File: src/hdl/mr_modmul.sv
// ----------------------------------------------------------------------------
// mr_modmul
// Bit-serial modular multiplier: result = x * y mod m, one bit of y per
// cycle, most significant first, with both operands already below m.
// ----------------------------------------------------------------------------
module mr_modmul #(
  parameter int W = 32
) (
  input  logic         clk,
  input  logic         rst_n,
  input  logic         start,
  input  logic [W-1:0] op_x,
  input  logic [W-1:0] op_y,
  input  logic [W-1:0] modulus,
  output logic         done,
  output logic [W-1:0] result
);

  localparam int CW = $clog2(W + 1);

  logic [W-1:0]  acc_r, x_r, y_r, m_r;
  logic [CW-1:0] cnt_r;
  logic          busy_r, done_r;
  logic [W+1:0]  sum, m1, m2, red;

  always_comb begin
    m1  = {2'b00, m_r};
    m2  = {1'b0, m_r, 1'b0};
    sum = {1'b0, acc_r, 1'b0} + (y_r[W-1] ? {2'b00, x_r} : '0);
    if (sum >= m2) begin
      red = sum - m2;
    end else if (sum >= m1) begin
      red = sum - m1;
    end else begin
      red = sum;
    end
  end

  always_ff @(posedge clk) begin
    if (!rst_n) begin
      busy_r <= 1'b0;
      done_r <= 1'b0;
      cnt_r  <= '0;
    end else begin
      done_r <= 1'b0;
      if (start) begin
        busy_r <= 1'b1;
        cnt_r  <= CW'(W);
      end else if (busy_r) begin
        cnt_r <= cnt_r - 1'b1;
        if (cnt_r == CW'(1)) begin
          busy_r <= 1'b0;
          done_r <= 1'b1;
        end
      end
    end
  end

  always_ff @(posedge clk) begin
    if (start) begin
      acc_r <= '0;
      x_r   <= op_x;
      y_r   <= op_y;
      m_r   <= modulus;
    end else if (busy_r) begin
      acc_r <= red[W-1:0];
      y_r   <= {y_r[W-2:0], 1'b0};
    end
  end

  assign done   = done_r;
  assign result = acc_r;

`ifndef SYNTHESIS
  a_no_restart: assert property (@(posedge clk) disable iff (!rst_n)
    start |-> !busy_r) else $error("multiply started while busy");
  a_done_idle: assert property (@(posedge clk) disable iff (!rst_n)
    done_r |-> !busy_r) else $error("done while still busy");
  a_reduced: assert property (@(posedge clk) disable iff (!rst_n)
    done_r |-> (acc_r < m_r)) else $error("product not reduced");
`endif

endmodule

File: config.mk
export PLATFORM = sky130hd
export DESIGN_NAME = mr_modmul
export DESIGN_NICKNAME = d
export VERILOG_FILES = /design/src/hdl/mr_modmul.sv
export SDC_FILE = /design/constraint.sdc
export NUM_CORES = 1
export LEC_CHECK = 0
export ABC_CLOCK_PERIOD_IN_PS = 4320
export BUFFER_PORTS_ARGS = -buffer_cell sky130_fd_sc_hd__clkbuf_2
export CAP_MARGIN = 30
export CORE_UTILIZATION = 54
export DETAILED_ROUTE_END_ITERATION = 7
export PLACE_DENSITY = 0.85
export SLEW_MARGIN = 30
export SYNTH_ARGS = -nofsm -noshare
export SYNTH_HDL_FRONTEND = slang
export SYNTH_SLANG_ARGS = --single-unit
export TNS_END_PERCENT = 30
File: constraint.sdc
create_clock -name clk -period 4.32 [get_ports clk]
set_input_delay 0.648 -clock clk [delete_from_list [all_inputs] [get_ports clk]]
set_output_delay 0.648 -clock clk [all_outputs]
set_load 0.05 [all_outputs]
==> impl_metrics.env, run 1 <==
export IMPL_outcome="did not finish"
export IMPL_stop_stage="global routing (5_1_grt)"
export IMPL_error="[ERROR GRT-0232] Routing congestion too high. Check the congestion heatmap in the GUI."
export IMPL_fp_dieH_um=142.3
export IMPL_cts_root_buf="clkbuf_16"
export IMPL_cts_buffers=17
export IMPL_gr_usage_all_layers_pct=63.79
export IMPL_crit_endpoint="result[31]$_SDFFE_PP0P_/D"
export IMPL_rows=50
export IMPL_synth_cells=1157
export IMPL_clockBufferDepth=2
export IMPL_yosysSeqAreaShare_pct=34.64
export IMPL_syn_area_mm2=0.01063
export IMPL_synth_distinct_cells=71
export IMPL_pre_cts_ws_ns=-1.062
export IMPL_port_buffers=131
export IMPL_cts_sinks=136
export IMPL_synth_top_cells_by_area="edfxtp_1 (27%), ha_1 (11%), dfxtp_1 (7.5%)"
export IMPL_grt_overflow_total=2
export IMPL_die_w_um=142.3
export IMPL_ys_warn_count=0
export IMPL_start_util_pct=55.91
export IMPL_synthArstFlopShare_pct=0
export IMPL_htreeDepth=4
export IMPL_grt_max_degree=88
export IMPL_synth_edf_count=96
export IMPL_ys_flop_type="edfxtp_1"
export IMPL_yosysTopAreaCell="edfxtp_1"
export IMPL_synth_seq_cells=136
export IMPL_endpoint_type="register data pin"
export IMPL_syn_nets=1356
export IMPL_dpl_hpwl_um=26930
export IMPL_ios=132
export IMPL_syn_avg_cell_area_um2=9.190
export IMPL_gp_congestion=0.9972
export IMPL_yosysTopAreaCellShare_pct=27.11
[layer usage]
| layer | GRT overflow | GRT usage (%) |
|---|---|---|
| met1 | 0 | 62.37 |
| met2 | 0 | 83.80 |
| met3 | 0 | 46.00 |
| met4 | 2 | 63.55 |
| met5 | 0 | 19.55 |
[metrics by stage]
stage	hold WS (ns)	cells	instance area (µm²)
2_1_floorplan	0.4685	1157	10730
4_1_cts	0.3744	1924	15820
3_5_place_dp	0.4939	1845	14050
3_3_place_gp	0.4805	1845	14050
[kinds of logic after synthesis]
logic type | count (synthesis) | share of synthesized area, %
AND/OR/NAND/NOR | 332 | 15.43
XOR/XNOR | 79 | 6.507
flip-flops | 136 | 34.64
AO/OA/AOI/OAI | 348 | 21.78
adder cells (fa/ha/maj) | 100 | 11.98
buffers and inverters | 105 | 3.930
multiplexers | 57 | 5.731
[synth_stat cells, types with 9 or more instances]
cell	instances
o22ai_1	10
a31oi_1	14
dfxtp_1	40
xor2_1	26
xnor2_1	53
a21oi_1	93
nand2_1	78
clkbuf_1	28
mux2i_1	26
nor2b_1	15
inv_1	64
nor4_1	10
mux2_2	31
edfxtp_1	96
ha_1	97
nor2_1	81
o21bai_1	11
and2_1	33
a211oi_1	26
o21ai_0	61
o31ai_1	9
a21o_1	37
o211ai_1	11
nor3_1	23
and3_1	12
nand4_1	15
nand3_1	32
[what timing repair did]
action | in CTS
endpoints found under the setup margin | 32
setup buffers | 45
hold buffers | 0
pin swaps | 66
resized for setup | 127
cloned | 3
==> run 2: changes to the inputs <==
- ABC_CLOCK_PERIOD_IN_PS: 4320 -> 5600
- CORE_UTILIZATION: 54 -> 40
- PLACE_DENSITY: 0.85 -> not set
- PLACE_DENSITY_LB_ADDON: not set -> 0.15
- clock period: 4.32 -> 5.6 ns (I/O delays scaled with it)
==> run 2 against run 1 <==
Net effect: the run now ends clean; synthesized cell count did not move; synthesized area unchanged.
==> impl_metrics.env, run 2 <==
export IMPL_port_buffers=131
export IMPL_drtIter0Drc=769
export IMPL_via_per_inst=5.764
export IMPL_ant_nets=0
export IMPL_power_frac_clock_pct=18.5
export IMPL_layout_common_cells="clkbuf_2 (130), ha_1 (96), edfxtp_1 (96)"
export IMPL_gr_usage_all_layers_pct=24.03
export IMPL_synth_cells=1157
export IMPL_crit_family="simple AND/OR/NAND/NOR gates"
export IMPL_syn_area_mm2=0.01063
export IMPL_yosysSeqAreaShare_pct=34.64
export IMPL_area_growth_pct=19.30
export IMPL_p_leak_nw=5.665
export IMPL_cts_tree="yes"
export IMPL_drt_wirelength_per_cell_um=19.51
export IMPL_start_util_pct=40.80
export IMPL_gp_congestion=0.9308
export IMPL_p_sw_mw=2.940
export IMPL_die_area_mm2=0.02724
export IMPL_tightestPinTransition_ns=0.8103
export IMPL_maxCapViolCount=0
export IMPL_fin_skew_ns=0.01759
export IMPL_final_period_utilization_pct=96.20
export IMPL_synthArstFlopShare_pct=0
export IMPL_ys_warn_count=0
export IMPL_instances_no_fill=1673
export IMPL_crit_required_ns=5.94
export IMPL_synth_seq_cells=136
export IMPL_synth_most_common_cell="ha_1"
export IMPL_hold_viol=0
export IMPL_max_slew_margin_pct=45.98
export IMPL_first_pass_iters=6
export IMPL_grt_overflow_total=0
export IMPL_hold_path_class="register to register"
export IMPL_synth_edf_count=96
export IMPL_grt_util_met2_pct=38.95
export IMPL_clock_latency_ns=0.44
export IMPL_arrival_ns=5.73
export IMPL_cp_num_buf_inv=4
export IMPL_cts_hold_buf=0
export IMPL_worst_path_max_fanout=31
export IMPL_met1_usage_pct=32.34
export IMPL_cpPeakStageDelay_ns=0.41
export IMPL_syn_nets=1356
export IMPL_htreeDepth=4
export IMPL_switching_share_pct=46.79
export IMPL_ir_drop_uv=242.6
export IMPL_drc=0
export IMPL_ys_flop_type="edfxtp_1"
export IMPL_syn_avg_cell_area_um2=9.190
export IMPL_diodes=0
export IMPL_yosysTopAreaCellShare_pct=27.11
export IMPL_core_area_mm2=0.02606
export IMPL_slew_viol_final=0
export IMPL_dr_total_vias=9644
export IMPL_ios=132
export IMPL_fin_crit_ns=5.387
export IMPL_path_class="register to register"
export IMPL_placed_cells=1639
export IMPL_finalSetupViolations=0
export IMPL_post_dp_cell_area_mm2=0.01199
export IMPL_crit_top_cell="buf_4"
export IMPL_start_kind="register"
export IMPL_grt_pass1_vias=8958
export IMPL_critPathCaptureType="register"
export IMPL_grt_max_degree=85
export IMPL_power_density_mw_per_mm2=495.4
export IMPL_p_int_mw=3.344
export IMPL_synth_top_cells_by_area="edfxtp_1 (27%), ha_1 (11%), dfxtp_1 (7.5%)"
export IMPL_cts_root_buf="clkbuf_16"
export IMPL_cts_sinks=136
export IMPL_clockBufferDepth=2
export IMPL_crit_path_top_delay_cell="ha_1"
export IMPL_nets=1524
export IMPL_rows=59
export IMPL_grt_pass1_wl_um=49070
export IMPL_synth_commonest_cells="ha_1 (97), edfxtp_1 (96), a21oi_1 (93)"
export IMPL_power_share_sequential_pct=21.1
export IMPL_busiest_layer="met2"
export IMPL_die_w_um=165.0
export IMPL_stdcell_area_mm2=0.01268
export IMPL_fmax_ghz=0.1856
export IMPL_cts_buffers=17
export IMPL_yosysTopAreaCell="edfxtp_1"
export IMPL_tns_ns=0
export IMPL_routed_wl_um=32640
export IMPL_path_cells="buf_4 -> and2_1 -> ha_1 -> and3_1 -> nor2b_1 -> nand4_1 -> a21oi_1 -> nor2_1 -> o21ai_1 -> xor2_1 -> ha_1 -> nand2_1 -> nor2_1 -> buf_4 -> o311a_1 -> o31ai_2 -> nand3_1 -> buf_4 -> buf_4 -> or3_1 -> a311oi_1"
export IMPL_final_common_cell="clkbuf_2"
export IMPL_fp_dieH_um=165.0
export IMPL_grt_antenna_before_repair=0
export IMPL_layout_drive_gt1_share_pct=21.23
export IMPL_clkTransAtPathRegs_ns=0.07
export IMPL_outcome="complete, no violations"
export IMPL_dpl_hpwl_um=25380
export IMPL_globalRouteMet3Util_pct=4.043
export IMPL_p_comb_share_pct=60.4
export IMPL_synth_distinct_cells=71
-- run 2: cell counts after synthesis --
Identical to the previous run, type by type.
-- run 2: repair_timing --
item	4_1_cts	5_1_grt
pin swaps	0	3
endpoints found under the setup margin	1	32
cloned	0	0
buffers inserted	0	2
resized for setup	1	22
-- run 2: worst min-delay path: stages, from the launching register on --
cell      delay (ns)
dfxtp_1         0.33
nor2_1          0.08
a211oi_1        0.05
-- run 2: per-stage QoR --
step | worst slack [ns] | hold WS (ns) | total power, mW | util (%)
after floorplan | 0.7385 | 0.4685 | 3.942 | -
after global placement | -0.009794 | 0.4836 | 5.029 | 45.98
after detailed placement | 0.01331 | 0.4883 | 5.003 | 46.00
after CTS | 0.007907 | 0.5003 | 6.194 | 48.24
after global routing | -0.02273 | 0.5431 | 6.667 | 48.68
final | 0.2127 | 0.5022 | 6.285 | 48.68
-- run 2: kinds of logic (layout without fill, tap and decap cells) --
family          after synthesis  in the layout  share of synthesized area, %
compound gates              348            348                         21.78
simple gates                332            332                         15.43
flops                       136            136                         34.64
buf+inv                     105            286                         3.930
fa+ha+maj                   100            100                         11.98
xor+xnor                     79             79                         6.507
mux                          57             57                         5.731
-- run 2: path summary, 6_finish.rpt --
| check | from | to | cells past startpoint | slack [ns] |
|---|---|---|---|---|
| max reg2reg | y_r[31] | result[0] | 21 | 0.21 |
| min | cnt_r[1] | cnt_r[1] | 2 | 0.50 |
| max | y_r[31] | result[0] | 21 | 0.21 |
| min reg2reg | cnt_r[1] | cnt_r[1] | 2 | 0.50 |
-- run 2: layout make-up --
class	instances	area [µm²]
multi-input combinational	916	6628
sequential	136	3685
fill	2479	13370
clock inverter	15	153.9
tap	335	419.2
inverter	65	244.0
timing repair buffer	189	1130
clock buffer	17	425.4
-- run 2: power groups by stage --
| stage | Combinational, mW | Sequential, mW | Clock, mW |
|---|---|---|---|
| floorplan | 2.45 | 1.49 | 0 |
| global placement | 3.68 | 1.35 | 0 |
| detailed placement | 3.65 | 1.35 | 0 |
| CTS | 3.68 | 1.33 | 1.18 |
| global route | 4.10 | 1.34 | 1.22 |
| finish | 3.80 | 1.33 | 1.16 |
-- run 2: metal layers --
metal	share of wire, %	wire (µm)	up-vias
met5	0	0	-
met3	6.3	2040	44
met2	46	14990	346
li1	-	-	4682
met4	2.0	648	0
met1	46	14960	4572
Note: power is estimated with default switching activity, not from simulation.
